<file path="src/sv/pts_pkg.sv">
// Shared codes and types for the priority thread scheduler.
package pts_pkg;

	localparam int unsigned PTS_THREADS   = 8;
	localparam int unsigned PTS_PRIO_BITS = 8;

	typedef enum logic [1:0] {
		ACT_CREATE   = 2'd0,
		ACT_SIGNAL   = 2'd1,
		ACT_SCHEDULE = 2'd2,
		ACT_NONE     = 2'd3
	} action_t;

	typedef enum logic [1:0] {
		ST_OK      = 2'd0,
		ST_FULL    = 2'd1,
		ST_IDLE    = 2'd2,
		ST_NOSLOT  = 2'd3
	} status_t;

	typedef struct packed {
		logic start;
		logic step;
	} scan_ctl_t;

endpackage

</file>
<file path="src/sv/pts_scan.sv">
// Shared priority comparator: keeps the best ready thread seen during a table scan.
module pts_scan #(
	parameter int unsigned PRIO_BITS = 8,
	parameter int unsigned IDX_W     = 3
) (
	input  logic                  clk,
	input  logic                  arst_n,
	input  pts_pkg::scan_ctl_t    ctl,
	input  logic [IDX_W-1:0]      idx,
	input  logic [PRIO_BITS-1:0]  prio,
	input  logic                  eligible,
	output logic                  found,
	output logic [IDX_W-1:0]      pick
);
	import pts_pkg::*;

	logic [PRIO_BITS-1:0] best_q;
	logic                 found_q;
	logic [IDX_W-1:0]     pick_q;
	logic                 better;

	assign better = eligible && (prio > best_q);

	always_ff @(posedge clk or negedge arst_n) begin
		if (!arst_n) begin
			best_q  <= '0;
			found_q <= 1'b0;
			pick_q  <= '0;
		end else if (ctl.start) begin
			best_q  <= '0;
			found_q <= 1'b0;
			pick_q  <= '0;
		end else if (ctl.step && better) begin
			best_q  <= prio;
			found_q <= 1'b1;
			pick_q  <= idx;
		end
	end

	assign found = found_q;
	assign pick  = pick_q;

endmodule

</file>
<file path="src/sv/priority_thread_scheduler.sv">
// Priority thread scheduler: thread table, sequencer and result register.
//
// A create, signal-write or unused-action item goes on to the finish state, where its
// result is loaded into the output register. A schedule item first passes the scan state,
// where the registered table entries pass one per cycle through a single shared priority
// comparator. A result is loaded only once the output register is free or being taken, so
// a stalled output holds the sequencer. After a result is loaded, the sequencer returns to
// rest and can accept the next item, even while that result still waits. Ties in priority
// go to the lowest slot; the main thread (slot 0, priority 0) is never chosen.
module priority_thread_scheduler #(
	parameter int unsigned THREADS   = pts_pkg::PTS_THREADS,
	parameter int unsigned PRIO_BITS = pts_pkg::PTS_PRIO_BITS
) (
	input  logic       clk,
	input  logic       arst_n,
	input  logic       in_valid,
	output logic       in_stall,
	input  logic [1:0] action,
	input  logic [7:0] new_prio,
	input  logic [2:0] slot,
	input  logic       signal_flag,
	output logic       out_valid,
	input  logic       out_stall,
	output logic [1:0] status,
	output logic [2:0] thread_index,
	output logic [2:0] previous_index,
	output logic       switched
);
	import pts_pkg::*;

	localparam int unsigned IDX_W = $clog2(THREADS);
	localparam int unsigned CNT_W = $clog2(THREADS + 1);

	typedef enum logic [1:0] {
		S_REST,
		S_SCAN,
		S_FINISH
	} state_t;

	state_t                state_q;
	logic [PRIO_BITS-1:0]  prio_q [THREADS];
	logic [THREADS-1:0]    running_q;
	logic [THREADS-1:0]    signal_q;
	logic [CNT_W-1:0]      count_q;
	logic [IDX_W-1:0]      current_q;
	logic [IDX_W-1:0]      idx_q;

	action_t               action_q;
	logic [PRIO_BITS-1:0]  nprio_q;
	logic [2:0]            slot_q;
	logic                  flag_q;

	logic                  out_valid_q;
	status_t               status_q;
	logic [2:0]            index_q;
	logic [2:0]            prev_q;
	logic                  switched_q;

	logic                  accept;
	logic                  can_emit;
	logic [PRIO_BITS+7:0]  prio_ext;
	logic [CNT_W+2:0]      slot_ext;
	logic [CNT_W+2:0]      count_ext;
	logic                  slot_bad;
	logic                  table_full;
	logic                  scan_last;
	logic [IDX_W+2:0]      count_idx_ext;
	logic [IDX_W+2:0]      pick_ext;
	logic [IDX_W+2:0]      cur_ext;
	logic                  found;
	logic [IDX_W-1:0]      pick;
	scan_ctl_t             scan_ctl;

	assign accept     = in_valid && !in_stall;
	assign in_stall   = (state_q != S_REST);
	assign can_emit   = !out_valid_q || !out_stall;
	assign prio_ext   = {{PRIO_BITS{1'b0}}, new_prio};
	assign slot_ext   = {{CNT_W{1'b0}}, slot_q};
	assign count_ext  = {3'b000, count_q};
	assign slot_bad   = (slot_ext >= count_ext);
	assign table_full = (count_q >= CNT_W'(THREADS));
	assign scan_last  = ((CNT_W'(idx_q) + CNT_W'(1)) == count_q);
	assign count_idx_ext = {3'b000, count_q[IDX_W-1:0]};
	assign pick_ext   = {3'b000, pick};
	assign cur_ext    = {3'b000, current_q};

	assign scan_ctl.start = accept && (action_t'(action) == ACT_SCHEDULE);
	assign scan_ctl.step  = (state_q == S_SCAN);

	pts_scan #(
		.PRIO_BITS (PRIO_BITS),
		.IDX_W     (IDX_W)
	) u_scan (
		.clk      (clk),
		.arst_n   (arst_n),
		.ctl      (scan_ctl),
		.idx      (idx_q),
		.prio     (prio_q[idx_q]),
		.eligible (!running_q[idx_q] && signal_q[idx_q]),
		.found    (found),
		.pick     (pick)
	);

	always_ff @(posedge clk) begin
		if (accept) begin
			action_q <= action_t'(action);
			nprio_q  <= prio_ext[PRIO_BITS-1:0];
			slot_q   <= slot;
			flag_q   <= signal_flag;
		end
	end

	always_ff @(posedge clk or negedge arst_n) begin
		if (!arst_n) begin
			state_q     <= S_REST;
			for (int i = 0; i < THREADS; i++) begin
				prio_q[i] <= '0;
			end
			running_q   <= '0;
			signal_q    <= '0;
			count_q     <= CNT_W'(1);
			current_q   <= '0;
			idx_q       <= '0;
			out_valid_q <= 1'b0;
			status_q    <= ST_OK;
			index_q     <= '0;
			prev_q      <= '0;
			switched_q  <= 1'b0;
		end else begin
			if (out_valid_q && !out_stall) begin
				out_valid_q <= 1'b0;
			end
			unique case (state_q)
				S_REST: begin
					if (accept) begin
						idx_q   <= '0;
						state_q <= (action_t'(action) == ACT_SCHEDULE) ? S_SCAN : S_FINISH;
					end
				end
				S_SCAN: begin
					if (scan_last) begin
						state_q <= S_FINISH;
					end else begin
						idx_q <= idx_q + IDX_W'(1);
					end
				end
				S_FINISH: begin
					if (can_emit) begin
						out_valid_q <= 1'b1;
						status_q    <= ST_OK;
						index_q     <= '0;
						prev_q      <= '0;
						switched_q  <= 1'b0;
						unique case (action_q)
							ACT_CREATE: begin
								if (table_full) begin
									status_q <= ST_FULL;
								end else begin
									prio_q[count_q[IDX_W-1:0]]    <= nprio_q;
									running_q[count_q[IDX_W-1:0]] <= 1'b0;
									signal_q[count_q[IDX_W-1:0]]  <= 1'b0;
									count_q  <= count_q + CNT_W'(1);
									index_q  <= count_idx_ext[2:0];
								end
							end
							ACT_SIGNAL: begin
								index_q <= slot_q;
								if (slot_bad) begin
									status_q <= ST_NOSLOT;
								end else begin
									signal_q[slot_ext[IDX_W-1:0]] <= flag_q;
								end
							end
							ACT_SCHEDULE: begin
								if (!found) begin
									status_q <= ST_IDLE;
								end else begin
									running_q[pick]      <= 1'b1;
									running_q[current_q] <= 1'b0;
									current_q  <= pick;
									index_q    <= pick_ext[2:0];
									prev_q     <= cur_ext[2:0];
									switched_q <= 1'b1;
								end
							end
							default: begin
							end
						endcase
						state_q <= S_REST;
					end
				end
				default: state_q <= S_REST;
			endcase
		end
	end

	assign out_valid      = out_valid_q;
	assign status         = status_q;
	assign thread_index   = index_q;
	assign previous_index = prev_q;
	assign switched       = switched_q;

endmodule
</file>
<file path="config.mk">
export PLATFORM = sky130hd
export DESIGN_NAME = priority_thread_scheduler
export DESIGN_NICKNAME = d
export VERILOG_FILES = /design/src/sv/pts_pkg.sv /design/src/sv/pts_scan.sv /design/src/sv/priority_thread_scheduler.sv
export SDC_FILE = /design/constraint.sdc
export NUM_CORES = 1
export LEC_CHECK = 0
export BUFFER_PORTS_ARGS = -buffer_cell sky130_fd_sc_hd__buf_2
export CAP_MARGIN = 20
export CORE_MARGIN = 1
export CORE_UTILIZATION = 50
export CTS_CLUSTER_DIAMETER = 200
export CTS_CLUSTER_SIZE = 40
export DETAILED_ROUTE_END_ITERATION = 12
export PLACE_DENSITY = 0.7
export SLEW_MARGIN = 15
export SYNTH_ARGS = -nofsm -noshare
export SYNTH_HDL_FRONTEND = slang
export SYNTH_HIERARCHICAL = 1
export SYNTH_SLANG_ARGS = --single-unit
</file>
<file path="constraint.sdc">
create_clock -name clk -period 3.3 [get_ports clk]
set_clock_uncertainty 0.15 [all_clocks]
set_input_delay 0.495 -clock clk [delete_from_list [all_inputs] [get_ports clk]]
set_output_delay 0.495 -clock clk [all_outputs]
set_load 0.01 [all_outputs]
</file>
==> metrics, run 1 <==
wire per inst 19.7 um; setup_tns 0 ps; Post-CTS Setup Inserts 0; Area contributors post-synth dfrtp_1, mux2_2, edfxtp_1; total CTS buffers 17; Critical Path AT 3380 ps; CP required 3490 ps; Synth Register Bits 128; Max VDD drop 578 uV; First-pass DRT Iterations 5; Crit. End Element flip-flop; grt ovf 0; Synth Instances 519; number of synthesized flops with an enable pin 14; via count about 4400; count of cell types in the netlist between 60 and 70; # rows 41; clock-pin transition on the worst setup and hold timing paths 60 ps; mux contribution to synthesized area 0.212; Worst Tran Pin Value 898 ps; drt drc 0; Max Cap Viol 0; Tcrit/Tclk final 0.965; Routability Congestion 0.890; vias per inst between 5 and 6; crit start category flip-flop; Initial DRC Count approximately 300; critical path class flip-flop to flip-flop; reg2reg setup slack 120 ps; Net Count, Synth 551; min Tclk post-route about 3200 ps; synthesized area per cell between 10 and 15 sq um; remaining antenna violation count 0; dpl ws around 140 ps; reg-to-reg startpoint idx_q[1]$_DFFE_PN0P_; pwr dens 853 nW/um^2; largest net degree at the start of global routing 40; HP Class primary input to flip-flop; Root Buffer clkbuf_16; Post-Synth Adder-Cell Area 0.0273; sequential-to-total area share from yosys stat 0.510; endpoints failing setup 0; leakage ~3.4 nW; post-DP HPWL approximately 10 mm; Hold Path Origin new_prio[3]; Worst path depth 8; Die ar. 13300 sq um; chip height 115 um; Top-Level Pins 29; Critical Path End u_scan/pick[1]$_DFFE_PN0P_; Clk Latency, worst-skew pair 430 ps; RR Endpoint u_scan/pick[1]$_DFFE_PN0P_; fmax 0.314 GHz; Async SR Flop Fraction 0.891; final net count 591; die width 115 um; deepest clock path buffer count 2; drt total wl 14.6 mm; simple-gate share of the synthesized area 0.115; Final Hold Viols 0; cell with the most instances after synthesis dfrtp_1; share of cells above drive strength 1 0.322; cells on worst reg2reg path 8; post-synth top area share 0.440; status complete, no violations; PortBufs 28; Starting Density 0.511; cell family with most CP delay multiplexers; Rel. slew slack 0.400; vias in the first global route 4458; initial antenna violation count 0; H-tree depth 4; ys flop type dfrtp_1; final worst slack 116 ps; Worst Path Max Fanout 17; max-slew violations 0; Power, Total 6.33 mW; core box area between 10000 and 15000 sq um; clock sinks 128; final core occ 0.591; XOR/XNOR Fraction of Synth Area 0.00896; Syn Std Cell Area 6420 sq um; diodes inserted 0; main combinational cell family by area after synthesis multiplexers; crit-path cells mux4_2 > mux2_2 > ha_1 > nand4_1 > or2_0 > a41oi_2 > buf_4 > mux2i_1; Commonest cells post-synth dfrtp_1, mux2_2, nand2b_1; Layout Area Growth over Synthesis 15.6%; Ys Warns 6; critical path launch point idx_q[1]$_DFFE_PN0P_; Worst Path Buf+Inv 1; slowest CP cell dfrtp_1; CP max stage delay 850 ps; all-layer global routing usage 0.240; Synth Area in Compound Gates 0.0946; RSZ-0062 raised after global routing false; post-synth top area cell dfrtp_1; first-pass GRT wire length 23.5 mm; CTS tree done
[sequential cells by signal, summed over array words and instances, names as in the netlist, 4 cells and up]
| signal | count |
|---|---|
| prio_q | 64 |
| running_q | 8 |
| nprio_q | 8 |
| signal_q | 8 |
| u_scan/best_q | 8 |
| count_q | 4 |
[logic make-up after synthesis]
| group | Yosys count |
|---|---|
| buffers and inverters | 53 |
| AOI/OAI and AO/OA | 89 |
| DFF | 128 |
| muxes | 105 |
| and+or+nand+nor | 125 |
| adders and majority gates | 14 |
| xor gates and xnor gates | 5 |
[per-stage QoR]
step / cell area, sq um / cells / hold slack (ps)
2_1_floorplan: 6420 / 519 / 49.4
3_3_place_gp: 6800 / 711 / 308
3_5_place_dp: 6800 / 711 / 328
4_1_cts: 7430 / 743 / 80.0
5_1_grt: 7430 / 743 / 83.2
6_report: 7430 / 743 / 86.7
[worst min-delay path by stage]
stage,depth (start not counted),to,slack [ps]
after floorplan,0,count_q[1]$_DFFE_PN0P_,50
after global placement,1,switched$_DFFE_PN0P_,310
after detailed placement,2,status[0]$_DFFE_PN0P_,330
after CTS,1,nprio_q[3]$_DFFE_PP_,80
after global routing,1,nprio_q[4]$_DFFE_PP_,80
final,1,nprio_q[3]$_DFFE_PP_,90
[metal layers]
metal,wire (um),track usage,vias up,part of all wire
met5,0,0,-,0
met3,878,0.0506,27,0.060
li1,-,-,1996,-
met2,6810,0.367,159,0.47
met1,6610,0.330,2243,0.45
met4,297,0.107,0,0.020
[power breakdown]
group          total, mW  leakage (nW)  internal, mW  switching (mW)
combinational       1.95          1.42         0.927            1.02
sequential          2.41          1.65          2.01           0.396
clock               1.97         0.294          1.26           0.710
[cell type report]
type	instances	area [sq um]
multi-input combinational	338	2940
clock inverter	13	188
fill	1010	5140
sequential	128	3270
clock buffer	18	429
tap	172	215
inverter	29	109
timing repair buffer	45	273
[what timing repair did]
item                      4_1_cts  5_1_grt
hold buffers                    1        0
resized for setup               0        0
hold endpoints to repair       36        0
[cells in the final DEF, fill, tap and decap left out, drive strengths merged, types with 2 or more instances in the layout]
| master | n |
|---|---|
| a211oi | 6 |
| a21o | 3 |
| a21oi | 21 |
| a221oi | 2 |
| a22o | 5 |
| a22oi | 4 |
| a31oi | 7 |
| a32o | 2 |
| a41oi | 2 |
| and2 | 2 |
| buf | 44 |
| bufinv | 4 |
| clkbuf | 18 |
| clkinv | 5 |
| clkinvlp | 2 |
| dfrtp | 113 |
| edfxtp | 14 |
| ha | 14 |
| inv | 31 |
| mux2 | 77 |
| mux2i | 11 |
| mux4 | 17 |
| nand2 | 28 |
| nand2b | 31 |
| nand3 | 9 |
| nand3b | 5 |
| nand4 | 3 |
| nor2 | 10 |
| nor2b | 10 |
| nor3 | 8 |
| nor3b | 5 |
| nor4 | 2 |
| o211ai | 3 |
| o21ai | 14 |
| o22ai | 6 |
| o32ai | 6 |
| or2 | 6 |
| xnor2 | 3 |
No activity file was read; power rests on OpenSTA's default activity.
==> run 2, diff against run 1 <==
--- a/config.mk
+++ b/config.mk
@@ -13,6 +13,7 @@
 export CTS_CLUSTER_SIZE = 40
 export DETAILED_ROUTE_END_ITERATION = 12
 export PLACE_DENSITY = 0.7
+export SETUP_SLACK_MARGIN = 0.3
 export SLEW_MARGIN = 15
 export SYNTH_ARGS = -nofsm -noshare
 export SYNTH_HDL_FRONTEND = slang
==> metrics, run 2 (synthesized netlist as in run 1, its figures left out) <==
status complete, no violations (unchanged); total CTS buffers 17 (unchanged); deepest clock path buffer count 2 (unchanged); final net count 594 (was 591); Starting Density 0.511 (unchanged); Initial DRC Count 359 (was 299); DR top layer met4 (unchanged); commonest cells after routing, fill and taps aside dfrtp_1, mux2_2, nand2b_1 (unchanged); Tcrit/Tclk final 0.916 (was 0.965); clock-pin transition on the worst setup and hold timing paths 60 ps (about the same); wire per inst 20.3 um (was 19.7 um); share of cells above drive strength 1 0.346 (was 0.322); drt drc 0 (unchanged); setup_tns 0 ps (unchanged); Worst Path Max Fanout 6 (was 17); First-pass DRT Iterations 5 (unchanged); Most flops, register prio_q (unchanged); all-layer global routing usage 0.244 (was 0.240); Final Hold Viols 0 (unchanged); wire length on met3 859 um (was 878 um); crit-path cells buf_12 > mux4_2 > mux2_4 > ha_4 > nor2b_1 > o211ai_1 > a211oi_2 > a41oi_2 > buf_6 > mux2i_1 (was mux4_2 > mux2_2 > ha_1 > nand4_1 > or2_0 > a41oi_2 > buf_4 > mux2i_1); Die ar. 13300 sq um (unchanged); Power, Total 6.40 mW (was 6.33 mW); diodes inserted 0 (unchanged); first-pass GRT wire length 23.9 mm (was 23.5 mm); Clk Latency, worst-skew pair 420 ps (was 430 ps); Max VDD drop 485 uV (was 578 uV); chip height 115 um (unchanged); Crit. End Element flip-flop (unchanged); post-DP HPWL 9.82 mm (was 10.1 mm); drt total wl 15.2 mm (was 14.6 mm); critical path class flip-flop to flip-flop (unchanged); HP Class primary input to async pin (was primary input to flip-flop); # rows 41 (unchanged); max reg flops 64 (unchanged); via count 4446 (was 4425); endpoints failing setup 0 (unchanged); met2 wire length 6.86 mm (was 6.81 mm); Top-Level Pins 29 (unchanged); Layout Area Growth over Synthesis 17.5% (was 15.6%); slowest CP cell mux4_2 (was dfrtp_1); Max Cap Viol 0 (unchanged); core box area 12600 sq um (unchanged); RSZ-0062 raised after global routing false (unchanged); clock sinks 128 (unchanged); H-tree depth 4 (unchanged); CTS Hold Bufs 0 (was 1); crit start category flip-flop (unchanged); fmax 0.331 GHz (was 0.314 GHz); WL met1 7.07 mm (was 6.61 mm); die width 115 um (unchanged); Worst Tran Pin Value 983 ps (was 898 ps); max-slew violations 0 (unchanged); vias in the first global route 4454 (was 4458); Critical Path AT 3210 ps (was 3380 ps); Rel. slew slack 0.343 (was 0.400); Routability Congestion 0.879 (was 0.890); CTS tree done (unchanged); PortBufs 28 (unchanged); CP max stage delay 480 ps (was 850 ps); pwr dens 848 nW/um^2 (was 853 nW/um^2); grt ovf 0 (unchanged); min Tclk post-route 3020 ps (was 3180 ps); leakage 3.38 nW (was 3.37 nW); most common cell after layout, fill and taps aside dfrtp_1 (unchanged); Root Buffer clkbuf_16 (unchanged); remaining antenna violation count 0 (unchanged); initial antenna violation count 0 (unchanged); CP required 3490 ps (about the same); largest net degree at the start of global routing 66 (was 40); vias per inst 5.95 (was 5.96); fillers 966 (was 1010)
==> run 2: metal layers <==
metal  vias up  GRT usage
li1       2002          -
met2       140      0.364
met1      2273      0.341
met5         -          0
met4         0      0.109
met3        31     0.0538
==> run 2: what timing repair did <==
item,in CTS,in global routing
buffers inserted,0,3
endpoints found under the hold margin,0,0
setup endpoints to repair,7,12
pin swaps,0,4
gates resized for setup,1,23
cloned,0,2
==> run 2: final cells by class <==
type	instances	area, sq um	area share
clock inverters	11	83.8	0.0111
multi-input cells	338	3040	0.403
inverters	29	109	0.0144
clock buffers	21	470	0.0623
repair buffers	48	354	0.0469
well taps	172	215	0.0285
flip-flops and latches	128	3280	0.434
==> run 2: power breakdown <==
part / switching (mW) / internal [mW] / leakage (nW)
logic: 1.17 / 1.10 / 1.47
registers: 0.374 / 2.01 / 1.65
clock network: 0.715 / 1.02 / 0.262
total: 2.26 / 4.14 / 3.38
==> run 2: final timing paths <==
| kind | startpoint | end | slack (ps) | cells after the start |
|---|---|---|---|---|
| max in group asynchronous | arst_n | idx_q[0]$_DFFE_PN0P_ | 2200 | 2 |
| max reg2reg | idx_q[0]$_DFFE_PN0P_ | u_scan/best_q[7]$_DFFE_PN0P_ | 280 | 10 |
| max | idx_q[0]$_DFFE_PN0P_ | u_scan/best_q[7]$_DFFE_PN0P_ | 280 | 10 |
| min in group clk | new_prio[6] | nprio_q[6]$_DFFE_PP_ | 90 | 1 |
| min reg2reg | switched$_DFFE_PN0P_ | switched$_DFFE_PN0P_ | 320 | 1 |
| min | arst_n | previous_index[2]$_DFFE_PN0P_ | 30 | 1 |
==> run 2: worst max-delay path: cells and delay by family (launching register included) <==
kind / cells / cell delay [ps]
compound gates: 3 / 650
fa+ha+maj: 1 / 240
buf+inv: 2 / 330
flops: 1 / 440
mux: 3 / 990
simple gates: 1 / 120
==> run 2: stage by stage <==
stage	hold slack [ps]	instances	worst slack, ps	instance area [sq um]	util
6_report	32.0	747	277	7550	0.600
5_1_grt	87.0	747	191	7550	0.600
4_1_cts	57.6	742	314	7360	0.586
3_5_place_dp	312	710	279	6810	0.542
3_3_place_gp	309	710	390	6810	0.542
2_1_floorplan	49.4	519	340	6430	-
==> run 3, diff against run 2 <==
--- a/config.mk
+++ b/config.mk
@@ -8,11 +8,12 @@
 export BUFFER_PORTS_ARGS = -buffer_cell sky130_fd_sc_hd__buf_2
 export CAP_MARGIN = 20
 export CORE_MARGIN = 1
-export CORE_UTILIZATION = 50
+export CORE_UTILIZATION = 56
 export CTS_CLUSTER_DIAMETER = 200
 export CTS_CLUSTER_SIZE = 40
 export DETAILED_ROUTE_END_ITERATION = 12
-export PLACE_DENSITY = 0.7
+export HOLD_SLACK_MARGIN = 0.06
+export PLACE_DENSITY = 0.76
 export SETUP_SLACK_MARGIN = 0.3
 export SLEW_MARGIN = 15
 export SYNTH_ARGS = -nofsm -noshare
==> constraint.sdc (replaced) <==
create_clock -name clk -period 2.6 [get_ports clk]
set_clock_uncertainty 0.15 [all_clocks]
set_input_delay 0.39 -clock clk [delete_from_list [all_inputs] [get_ports clk]]
set_output_delay 0.39 -clock clk [all_outputs]
set_load 0.01 [all_outputs]
==> metrics, run 3 (synthesized netlist as in run 1, its figures left out) <==
Max VDD drop 793 uV (was 485 uV); final net count 622 (was 594); failing checks setup timing; grt ovf 0 (unchanged); drt total wl 15.7 mm (was 15.2 mm); share of cells above drive strength 1 0.358 (was 0.346); P_int 5.62 mW (was 4.14 mW); combinational share of power 0.360 (was 0.355); CP required 2780 ps (was 3490 ps); max-slew violations 0 (unchanged); Starting Density 0.582 (was 0.511); most common cell after layout, fill and taps aside dfrtp_1 (unchanged); Cell Count Post-Placement 688 (was 710); min Tclk post-route 2940 ps (was 3020 ps); leakage 3.55 nW (was 3.38 nW); power share of the clock group 0.287 (was 0.272); PortBufs 28 (unchanged); post-DP HPWL 10.3 mm (was 9.82 mm); largest net degree at the start of global routing 59 (was 66); fmax 0.340 GHz (was 0.331 GHz); wire per inst 21.2 um (was 20.3 um); Final Hold Viols 0 (unchanged); Clk Latency, worst-skew pair 430 ps (was 420 ps); RSZ-0062 raised after global routing true (was false); Rel. slew slack 0.396 (was 0.343); Die ar. 11900 sq um (was 13300 sq um); Layout Area Growth over Synthesis 22.4% (was 17.5%); total CTS buffers 17 (unchanged); drt drc 0 (unchanged); status finished, violations left (was complete, no violations); Sequential Area 3280 sq um (about the same); Sw Pwr 2.91 mW (was 2.26 mW); initial antenna violation count 0 (unchanged); all-layer global routing usage 0.291 (was 0.244); Initial DRC Count 362 (was 359); die width 109 um (was 115 um); critical path class flip-flop to flip-flop (unchanged); final core occ 0.713 (was 0.600); First-pass DRT Iterations 6 (was 5); via count 4558 (was 4446); Tcrit/Tclk final 1.13 (was 0.916); Worst Path Max Fanout 12 (was 6); Crit. End Element flip-flop (unchanged); chip height 109 um (was 115 um); multi-input logic area 3060 sq um (was 3040 sq um); endpoints failing setup 12 (was 0); core box area 11000 sq um (was 12600 sq um); Routability Congestion 0.863 (was 0.879); Top-Level Pins 29 (unchanged); first-pass GRT wire length 25.1 mm (was 23.9 mm); reg2reg setup slack -340 ps (was 280 ps); CTS tree done (unchanged); Power, Total 8.52 mW (was 6.40 mW); sequential share of power 0.354 (was 0.374); Critical Path AT 3120 ps (was 3210 ps); commonest cells after routing, fill and taps aside dfrtp_1, mux2_2, nand2b_1 (unchanged); max reg flops 64 (unchanged); fillers 765 (was 966); vias per inst 6.13 (was 5.95); switching share of power 0.341 (was 0.353); Max Cap Viol 0 (unchanged); crit start category flip-flop (unchanged); diodes inserted 0 (unchanged); Most flops, register prio_q (unchanged); remaining antenna violation count 0 (unchanged); Root Buffer clkbuf_16 (unchanged); # rows 38 (was 41); final worst slack -343 ps (was 277 ps); H-tree depth 4 (unchanged); Post-Layout Cell Count 743 (was 747); vias in the first global route 4739 (was 4454); clock-pin transition on the worst setup and hold timing paths 60 ps (about the same); pwr dens 1080 nW/um^2 (was 848 nW/um^2); Worst Tran Pin Value 904 ps (was 983 ps); clock sinks 128 (unchanged); deepest clock path buffer count 2 (unchanged); HP Class primary input to flip-flop (was primary input to async pin)
==> run 3: what timing repair did <==
item,4_1_cts,5_1_grt
resized for setup,7,8
setup endpoints to repair,31,22
pin swaps,3,3
setup buffers,4,3
hold buffers,15,0
hold endpoints to repair,56,0
cloned,0,1
==> run 3: area by class of cell <==
type	count	share of cell area
tap	140	0.0223
multi-input combinational	338	0.389
sequential	128	0.417
timing repair buffer	76	0.0799
clock inverter	15	0.0237
inverter	29	0.0138
clock buffer	17	0.0541
==> run 3: worst max-delay path: stages (launching register included) <==
cell and delay, ps:
dfrtp_2 420, buf_12 170, buf_8 120, mux4_2 490, mux2_4 280, inv_1 70, ha_1 150, nand4_1 120
or2_1 270, a41oi_2 230, buf_12 190, mux2i_1 200
==> run 3: path summary, 6_finish.rpt <==
kind,endpoint,depth (start not counted),start
setup / recovery,u_scan/best_q[3]$_DFFE_PN0P_,11,idx_q[0]$_DFFE_PN0P_
hold / removal,out_valid$_DFF_PN0_,3,out_stall
setup reg to reg,u_scan/best_q[3]$_DFFE_PN0P_,11,idx_q[0]$_DFFE_PN0P_
hold reg to reg,switched$_DFFE_PN0P_,1,switched$_DFFE_PN0P_
max in group asynchronous,idx_q[0]$_DFFE_PN0P_,3,arst_n
min in group asynchronous,signal_q[7]$_DFFE_PN0P_,2,arst_n
==> run 3: through the flow <==
step | area, sq um | hold WS, ps | setup slack (ps) | setup TNS, ps
after global placement | 6930 | 276 | -195 | -2240
after global routing | 7860 | 126 | -446 | -5000
after floorplan | 6490 | -55.6 | -197 | -1970
after detailed placement | 6930 | 282 | -364 | -3920
after CTS | 7770 | 89.4 | -315 | -3400
final | 7860 | 107 | -343 | -3760
==> run 3: power by group through the flow <==
stage | Combinational [mW] | Sequential (mW) | Clock, mW
6_report | 3.07 | 3.01 | 2.44
5_1_grt | 3.31 | 3.08 | 2.57
4_1_cts | 2.86 | 3.02 | 2.48
3_5_place_dp | 2.71 | 3.05 | 0
3_3_place_gp | 2.57 | 3.01 | 0
2_1_floorplan | 2.03 | 2.83 | 0
==> run 3: routing by layer <==
layer	part of all wire	track usage
met5	0	0
met4	0.036	0.158
met3	0.055	0.0622
met2	0.49	0.465
met1	0.42	0.369
